File: src/sv/ust_pkg.sv
`timescale 1ns / 1ps

package ust_pkg;

	localparam int CAPACITY    = 64;
	localparam int ENTRY_WIDTH = 32;
	localparam int IDX_W       = 6;
	localparam int CNT_W       = 7;
	localparam int OP_W        = 4;
	localparam int ST_W        = 3;
	localparam int IN_W        = 48;
	localparam int OUT_W       = 48;

	localparam logic [OP_W-1:0] OP_CLEAR       = 4'd0;
	localparam logic [OP_W-1:0] OP_APPEND      = 4'd1;
	localparam logic [OP_W-1:0] OP_WRITE       = 4'd2;
	localparam logic [OP_W-1:0] OP_READ        = 4'd3;
	localparam logic [OP_W-1:0] OP_POP         = 4'd4;
	localparam logic [OP_W-1:0] OP_REMOVE      = 4'd5;
	localparam logic [OP_W-1:0] OP_FIND_FIRST  = 4'd6;
	localparam logic [OP_W-1:0] OP_FIND_LAST   = 4'd7;
	localparam logic [OP_W-1:0] OP_FIND_ADD    = 4'd8;
	localparam logic [OP_W-1:0] OP_FIND_REMOVE = 4'd9;

	localparam logic [ST_W-1:0] ST_OK    = 3'd0;
	localparam logic [ST_W-1:0] ST_MISS  = 3'd1;
	localparam logic [ST_W-1:0] ST_RANGE = 3'd2;
	localparam logic [ST_W-1:0] ST_FULL  = 3'd3;
	localparam logic [ST_W-1:0] ST_EMPTY = 3'd4;

	localparam logic [CNT_W-1:0] CNT_FULL = CNT_W'(CAPACITY);

endpackage

File: src/sv/unordered_set_table.sv
`timescale 1ns / 1ps

// clear, append, write, pop, spare codes and remove of the last entry go straight to S_RESP;
// an in-range read passes S_RDWAIT and a remove that moves the last entry passes S_MOVE
// searches: one stored entry compared per cycle on the read port
// one transaction in flight; next accepted the cycle after the result enters the output
// register, which is held off while the output is stalled
// reset: count and handshake state cleared; entries undefined until written
module unordered_set_table (
	input  logic                       clk,
	input  logic                       arst_n,
	input  logic                       s_axis_tvalid,
	output logic                       s_axis_tready,
	input  logic [ust_pkg::IN_W-1:0]   s_axis_tdata,  // operation, index, value, zero pad
	output logic                       m_axis_tvalid,
	input  logic                       m_axis_tready,
	output logic [ust_pkg::OUT_W-1:0]  m_axis_tdata   // status, found_index, read_data, count
);

	localparam logic [2:0] S_IDLE = 3'd0;
	localparam logic [2:0] S_SCAN = 3'd1;
	localparam logic [2:0] S_RDWAIT = 3'd2;
	localparam logic [2:0] S_MOVE = 3'd3;
	localparam logic [2:0] S_RESP = 3'd4;

	logic [2:0] state_q;

	logic [ust_pkg::ENTRY_WIDTH-1:0] mem [ust_pkg::CAPACITY];
	logic [ust_pkg::ENTRY_WIDTH-1:0] rdata_s1;
	logic                            mem_we;
	logic [ust_pkg::IDX_W-1:0]       mem_waddr;
	logic [ust_pkg::IDX_W-1:0]       mem_raddr;
	logic [ust_pkg::ENTRY_WIDTH-1:0] mem_wdata;

	logic [ust_pkg::CNT_W-1:0]       count_q;
	logic [ust_pkg::OP_W-1:0]        op_q;
	logic [ust_pkg::ENTRY_WIDTH-1:0] key_q;
	logic [ust_pkg::IDX_W-1:0]       move_dst_q;
	logic [ust_pkg::IDX_W-1:0]       scan_ptr_q;
	logic [ust_pkg::CNT_W-1:0]       scan_left_q;
	logic                            scan_down_q;
	logic                            rd_vld_s1;
	logic [ust_pkg::IDX_W-1:0]       rd_idx_s1;

	logic [ust_pkg::ST_W-1:0]        res_status_q;
	logic [ust_pkg::IDX_W-1:0]       res_found_q;
	logic [ust_pkg::ENTRY_WIDTH-1:0] res_data_q;

	logic                            out_valid_q;
	logic [ust_pkg::ST_W-1:0]        out_status_q;
	logic [ust_pkg::IDX_W-1:0]       out_found_q;
	logic [ust_pkg::ENTRY_WIDTH-1:0] out_data_q;
	logic [ust_pkg::CNT_W-1:0]       out_count_q;

	logic [ust_pkg::OP_W-1:0]        in_op;
	logic [ust_pkg::IDX_W-1:0]       in_idx;
	logic [ust_pkg::ENTRY_WIDTH-1:0] in_val;
	logic                            accept;
	logic                            idx_ok;
	logic                            is_full;
	logic [ust_pkg::IDX_W-1:0]       last_idx;
	logic [ust_pkg::IDX_W-1:0]       fill_idx;
	logic                            scan_hit;
	logic                            scan_miss;
	logic                            out_free;

	assign in_op  = s_axis_tdata[3:0];
	assign in_idx = s_axis_tdata[9:4];
	assign in_val = s_axis_tdata[41:10];

	assign s_axis_tready = (state_q == S_IDLE);
	assign accept        = s_axis_tvalid && s_axis_tready;
	assign idx_ok        = {1'b0, in_idx} < count_q;
	assign is_full       = (count_q == ust_pkg::CNT_FULL);
	assign last_idx      = ust_pkg::IDX_W'(count_q - 7'd1);
	assign fill_idx      = count_q[ust_pkg::IDX_W-1:0];
	assign scan_hit      = rd_vld_s1 && (rdata_s1 == key_q);
	assign scan_miss     = !rd_vld_s1 && (scan_left_q == '0);
	assign out_free      = !out_valid_q || m_axis_tready;

	assign m_axis_tvalid = out_valid_q;
	assign m_axis_tdata  = {out_count_q, out_data_q, out_found_q, out_status_q};

	// memory port control
	always_comb begin
		mem_we    = 1'b0;
		mem_waddr = fill_idx;
		mem_wdata = in_val;
		mem_raddr = scan_ptr_q;
		unique case (state_q) inside
			S_IDLE: begin
				if (accept) begin
					case (in_op)
						ust_pkg::OP_APPEND: begin
							mem_we = !is_full;
						end
						ust_pkg::OP_WRITE: begin
							mem_we    = idx_ok;
							mem_waddr = in_idx;
						end
						ust_pkg::OP_READ: begin
							mem_raddr = in_idx;
						end
						ust_pkg::OP_REMOVE: begin
							mem_raddr = last_idx;
						end
						default: begin
						end
					endcase
				end
			end
			S_SCAN: begin
				if (scan_hit) begin
					mem_raddr = last_idx;
				end else if (scan_miss && op_q == ust_pkg::OP_FIND_ADD && !is_full) begin
					mem_we    = 1'b1;
					mem_wdata = key_q;
				end
			end
			S_MOVE: begin
				mem_we    = 1'b1;
				mem_waddr = move_dst_q;
				mem_wdata = rdata_s1;
			end
			S_RDWAIT, S_RESP: begin
			end
			default: begin
			end
		endcase
	end

	always_ff @(posedge clk) begin
		if (mem_we) begin
			mem[mem_waddr] <= mem_wdata;
		end
		rdata_s1 <= mem[mem_raddr];
	end

	always_ff @(posedge clk or negedge arst_n) begin
		if (!arst_n) begin
			state_q     <= S_IDLE;
			count_q     <= '0;
			rd_vld_s1   <= 1'b0;
			out_valid_q <= 1'b0;
		end else begin
			if (out_valid_q && m_axis_tready) begin
				out_valid_q <= 1'b0;
			end
			unique case (state_q)
				S_IDLE: begin
					rd_vld_s1 <= 1'b0;
					if (accept) begin
						op_q         <= in_op;
						key_q        <= in_val;
						res_status_q <= ust_pkg::ST_OK;
						res_found_q  <= '0;
						res_data_q   <= '0;
						state_q      <= S_RESP;
						unique case (in_op) inside
							ust_pkg::OP_CLEAR: begin
								count_q <= '0;
							end
							ust_pkg::OP_APPEND: begin
								if (is_full) begin
									res_status_q <= ust_pkg::ST_FULL;
								end else begin
									count_q <= count_q + 7'd1;
								end
							end
							ust_pkg::OP_WRITE: begin
								if (!idx_ok) begin
									res_status_q <= ust_pkg::ST_RANGE;
								end
							end
							ust_pkg::OP_READ: begin
								if (!idx_ok) begin
									res_status_q <= ust_pkg::ST_RANGE;
								end else begin
									state_q <= S_RDWAIT;
								end
							end
							ust_pkg::OP_POP: begin
								if (count_q == '0) begin
									res_status_q <= ust_pkg::ST_EMPTY;
								end else begin
									count_q <= count_q - 7'd1;
								end
							end
							ust_pkg::OP_REMOVE: begin
								if (!idx_ok) begin
									res_status_q <= ust_pkg::ST_RANGE;
								end else if (in_idx == last_idx) begin
									count_q <= count_q - 7'd1;
								end else begin
									move_dst_q <= in_idx;
									state_q    <= S_MOVE;
								end
							end
							[ust_pkg::OP_FIND_FIRST:ust_pkg::OP_FIND_REMOVE]: begin
								scan_down_q <= (in_op != ust_pkg::OP_FIND_FIRST);
								scan_ptr_q  <= (in_op == ust_pkg::OP_FIND_FIRST) ? '0 : last_idx;
								scan_left_q <= count_q;
								state_q     <= S_SCAN;
							end
							default: begin
							end
						endcase
					end
				end
				S_SCAN: begin
					if (scan_left_q != '0) begin
						rd_vld_s1   <= 1'b1;
						rd_idx_s1   <= scan_ptr_q;
						scan_ptr_q  <= scan_down_q ? scan_ptr_q - 6'd1 : scan_ptr_q + 6'd1;
						scan_left_q <= scan_left_q - 7'd1;
					end else begin
						rd_vld_s1 <= 1'b0;
					end
					if (scan_hit) begin
						rd_vld_s1   <= 1'b0;
						res_found_q <= rd_idx_s1;
						state_q     <= S_RESP;
						case (op_q)
							ust_pkg::OP_FIND_ADD: begin
								res_status_q <= ust_pkg::ST_MISS;
							end
							ust_pkg::OP_FIND_REMOVE: begin
								if (rd_idx_s1 == last_idx) begin
									count_q <= count_q - 7'd1;
								end else begin
									move_dst_q <= rd_idx_s1;
									state_q    <= S_MOVE;
								end
							end
							default: begin
							end
						endcase
					end else if (scan_miss) begin
						state_q <= S_RESP;
						if (op_q == ust_pkg::OP_FIND_ADD) begin
							if (is_full) begin
								res_status_q <= ust_pkg::ST_FULL;
							end else begin
								res_found_q <= fill_idx;
								count_q     <= count_q + 7'd1;
							end
						end else begin
							res_status_q <= ust_pkg::ST_MISS;
						end
					end
				end
				S_RDWAIT: begin
					res_data_q <= rdata_s1;
					state_q    <= S_RESP;
				end
				S_MOVE: begin
					count_q <= count_q - 7'd1;
					state_q <= S_RESP;
				end
				S_RESP: begin
					if (out_free) begin
						out_valid_q  <= 1'b1;
						out_status_q <= res_status_q;
						out_found_q  <= res_found_q;
						out_data_q   <= res_data_q;
						out_count_q  <= count_q;
						state_q      <= S_IDLE;
					end
				end
				default: begin
					state_q <= S_IDLE;
				end
			endcase
		end
	end

	a_count_bound: assert property (@(posedge clk) disable iff (!arst_n)
		count_q <= ust_pkg::CNT_FULL)
		else $error("count above capacity");

	a_count_step: assert property (@(posedge clk) disable iff (!arst_n)
		(count_q != $past(count_q)) |-> (count_q == $past(count_q) + 7'd1 ||
			count_q == $past(count_q) - 7'd1 || count_q == '0))
		else $error("count moved by more than one");

	a_full_status: assert property (@(posedge clk) disable iff (!arst_n)
		(out_valid_q && out_status_q == ust_pkg::ST_FULL) |-> (out_count_q == ust_pkg::CNT_FULL))
		else $error("full reported below capacity");

	a_scan_range: assert property (@(posedge clk) disable iff (!arst_n)
		(state_q == S_SCAN && scan_left_q != '0) |-> ({1'b0, scan_ptr_q} < count_q))
		else $error("scan read outside valid entries");

	a_move_valid: assert property (@(posedge clk) disable iff (!arst_n)
		(state_q == S_MOVE) |-> ({1'b0, move_dst_q} < count_q - 7'd1))
		else $error("move target not below last entry");

endmodule
File: config.mk
export PLATFORM = sky130hd
export DESIGN_NAME = unordered_set_table
export DESIGN_NICKNAME = d
export VERILOG_FILES = /design/src/sv/ust_pkg.sv /design/src/sv/unordered_set_table.sv
export SDC_FILE = /design/constraint.sdc
export NUM_CORES = 2
export LEC_CHECK = 0
export BUFFER_PORTS_ARGS = -buffer_cell sky130_fd_sc_hd__clkbuf_2
export CORE_AREA = 3 3 381 383
export DETAILED_ROUTE_END_ITERATION = 12
export DIE_AREA = 0 0 384 386
export PLACE_DENSITY_LB_ADDON = 0.2
export SLEW_MARGIN = 20
export SYNTH_ARGS = -nofsm -noshare
export SYNTH_HDL_FRONTEND = slang
export SYNTH_SLANG_ARGS = --single-unit
File: constraint.sdc
create_clock -name clk -period 6.7 [get_ports clk]
set_clock_uncertainty 0.15 [all_clocks]
set_input_delay 0.335 -clock clk [delete_from_list [all_inputs] [get_ports clk]]
set_output_delay 0.335 -clock clk [all_outputs]
set_load 0.03 [all_outputs]
==> impl_metrics.py <==
metrics = {
    "run_status": {
        "status": "completed",
    },
    "floorplanning": {
        "rows": 138,
        "die-area_um2": 148000,
        "die_y_um": 386,
        "die_w_um": 384,
        "ioPinCount": 102,
        "core_um2": 142000,
        "initial_core_util_pct": 63.1,
    },
    "place": {
        "place_area_um2": 94000,
        "dp_hpwl_um": 139000,
        "place_ws_ns": 0.973,
        "place_congestion": 0.936,
        "numPortBuffers": 95,
    },
    "power": {
        "peakVddDrop_mv": 0.250,
        "total_leakage_power_nw": 34.9,
        "power_density_nw_per_um2": 359,
    },
    "drt": {
        "drt_iter0_markers": 7689,
        "vias_per_cell": 6.53,
        "ant_nets": 0,
        "route.detailed.drc": 0,
        "drtPass1Iterations": 7,
        "routed-via-count": 54100,
        "avgRoutedWirePerCell_um": 29.1,
        "routed_wl_um": 241000,
    },
    "sta": {
        "final.setup.worst_slack_ns": 0.883,
        "fmax_ghz": 0.172,
        "post-route-min-period_ns": 5.82,
        "rsz0062_at_grt": "no",
        "final_hold_viol_count": 0,
        "slew_viol_final": 0,
        "tns_ns": 0,
        "slew_headroom_pct": 17.4,
        "min_period_over_period_pct": 86.8,
        "setup_viol": 0,
        "worst_slew_pin_slew_ns": 1.22,
    },
    "final_layout": {
        "drive_above_1_share_pct": 14.8,
        "final_area_um2": 101000,
        "final_common_cell": "edfxtp_1",
        "syn2layout_area_growth_pct": 13.1,
        "final_nets": 6277,
        "layout_common_cells": "edfxtp_1, nand2_1, nand3_1",
        "fill_cells": 8757,
    },
    "clock_tree": {
        "clock_sinks": 2243,
        "cts-buffers-inserted": 212,
        "clockRootBuffer": "clkbuf_16",
        "cts.path.max_buffers": 3,
        "cts_tree": "done",
        "cts-resized-gates": 0,
        "cts.htree.levels": 4,
        "insertion_delay_ns": 0.84,
        "clk_pin_slew_ns": 0.07,
    },
    "grt": {
        "grt-ovfl-total": 0,
        "grt_pass1_vias": 51400,
        "grt_usage_pct": 32.6,
        "grt_max_degree": 134,
        "use_met3_pct": 7.79,
        "antenna_found_initial": 7,
        "met2_usage_pct": 49.6,
        "grt_use_met1_pct": 44.4,
        "grt_pass1_wl_um": 346000,
        "top_usage_layer": "met2",
    },
    "setup_path": {
        "crit_type": "reg -> reg",
        "crit_chain": "xnor2_1, nand4_1, nor4_2, and4_1, o221a_4, buf_12, buf_4, mux4_2, a21oi_1, nor4b_1, buf_4, nor4_2",
        "path_max_fanout": 43,
        "timing.critical_path.from_type": "register",
        "critical_path.max_stage_delay_ns": 0.73,
        "worstPathRequired_ns": 7.25,
        "crit_arrival_ns": 6.36,
        "endpoint_kind": "register",
        "crit_slowest_cell": "o221a_4",
    },
    "min_path": {
        "hold_path.class": "in -> reg",
    },
    "synthesis": {
        "synth.area.top_cells": "edfxtp_1, nand2_1, mux2i_1",
        "synth_nets": 6015,
        "synthFlopType": "edfxtp_1",
        "synth_top_area_share_pct": 73.8,
        "yosys.area.top_type": "edfxtp_1",
        "ys_seq_elements": 2243,
        "synth.avg_cell_area_um2": 15.0,
        "synth_edf_count": 2199,
        "synth_cell_types": 72,
        "synthCells": 5949,
        "synthesis.area_um2": 89400,
        "synth_warnings": 0,
        "seq_area_frac_synth_pct": 74.9,
        "async_flop_share_pct": 0.535,
    },
    "job": {
        "max-cap-violations": 0,
    },
}
==> cell type report <==
| type | instances | area [um^2] | share of cell area, % |
|---|---|---|---|
| Timing Repair Buffer | 404 | 3440 | 3.40 |
| Tap cell | 1890 | 2360 | 2.34 |
| Antenna cell | 2 | 5.00 | 0.00495 |
| Inverter | 20 | 75.1 | 0.0742 |
| Sequential cell | 2243 | 67000 | 66.2 |
| Clock inverter | 113 | 931 | 0.920 |
| Clock buffer | 277 | 5710 | 5.64 |
| Multi-Input combinational cell | 3330 | 21700 | 21.4 |
==> power breakdown <==
group	switching (mW)	internal [mW]	total [mW]
clock network	5.05	6.48	11.5
registers	0.292	16.0	16.3
logic	5.72	2.73	8.44
==> routing by layer <==
metal  wire length, um  up-vias
met3             30600      580
met5                13        -
li1                  -    23100
met4             13300        2
met2            111000     3637
met1             86400    26800
==> sequential cells by signal, indices dropped and copies added, names as in the netlist, 7 cells and up <==
signal,count
mem,2048
key_q,32
out_data_q,32
rdata_s1,32
res_data_q,32
count_q,7
out_count_q,7
scan_left_q,7
==> metrics by stage <==
step                hold WS (ns)  instances  utilization, %  total power, mW
floorplan                 -0.111       5949               -             21.4
global placement           0.166       7835            66.2             24.6
detailed placement         0.168       7839            66.3             24.8
CTS                       0.0864       8275            71.3             36.1
global route               0.111       8277            71.4             37.3
finish                     0.134       8279            71.4             36.3
==> cell usage after synthesis (4+ instances only) <==
master / instances
a21oi_1: 125
a221oi_1: 5
a22oi_1: 56
a311oi_1: 32
a31oi_1: 6
a32o_1: 31
and2_1: 4
and3_1: 257
and4_1: 32
buf_1: 23
buf_2: 97
buf_4: 21
buf_6: 16
clkbuf_1: 195
dfrtp_1: 12
dfxtp_1: 32
edfxtp_1: 2199
ha_1: 13
inv_1: 17
mux2_2: 31
mux2i_1: 297
mux4_2: 128
nand2_1: 1350
nand2b_1: 6
nand3_1: 478
nand4_1: 13
nor2_1: 104
nor2b_1: 7
nor3_1: 49
nor4_1: 56
nor4_2: 10
nor4b_1: 32
o21a_1: 7
o21ai_0: 53
o22ai_1: 11
o32ai_1: 32
xnor2_1: 49
xor2_1: 12
==> critical path, delay by kind of cell (launching register included) <==
kind	cells	cell delay, ns
buffers and inverters	3	1.03
AOI/OAI and AO/OA	2	0.91
muxes	1	0.56
xor gates and xnor gates	1	0.17
and+or+nand+nor	5	2.20
DFF	1	0.57
==> cells by family (layout without fill, tap and decap cells) <==
group / after synthesis / count (layout) / share of synthesized area, %
XOR/XNOR: 61 / 61 / 0.597
flip-flops: 2243 / 2243 / 74.9
buffers and inverters: 376 / 814 / 2.00
multiplexers: 456 / 456 / 6.94
AO/OA/AOI/OAI: 388 / 388 / 3.00
adder cells (fa/ha/maj): 14 / 14 / 0.204
other: 0 / 2 / 0
AND/OR/NAND/NOR: 2411 / 2411 / 12.4
==> repair_timing <==
action                                  4_1_cts  5_1_grt
endpoints found under the setup margin        0        0
hold endpoints to repair                    163        0
buffers inserted                              0        0
hold buffers                                 46        0
==> worst paths after layout <==
check                      cells after the start              from  slack, ns              to
setup / recovery                              12      rdata_s1[30]       0.88    rdata_s1[11]
hold / removal                                 2  s_axis_tdata[32]       0.13       key_q[22]
setup reg to reg                              12      rdata_s1[30]       0.88    rdata_s1[11]
hold reg to reg                                0    res_data_q[11]       0.27  out_data_q[11]
max in group asynchronous                      3            arst_n       5.30      state_q[1]
min in group asynchronous                      3            arst_n       0.65      count_q[3]
No activity file was read; power rests on OpenSTA's default activity.
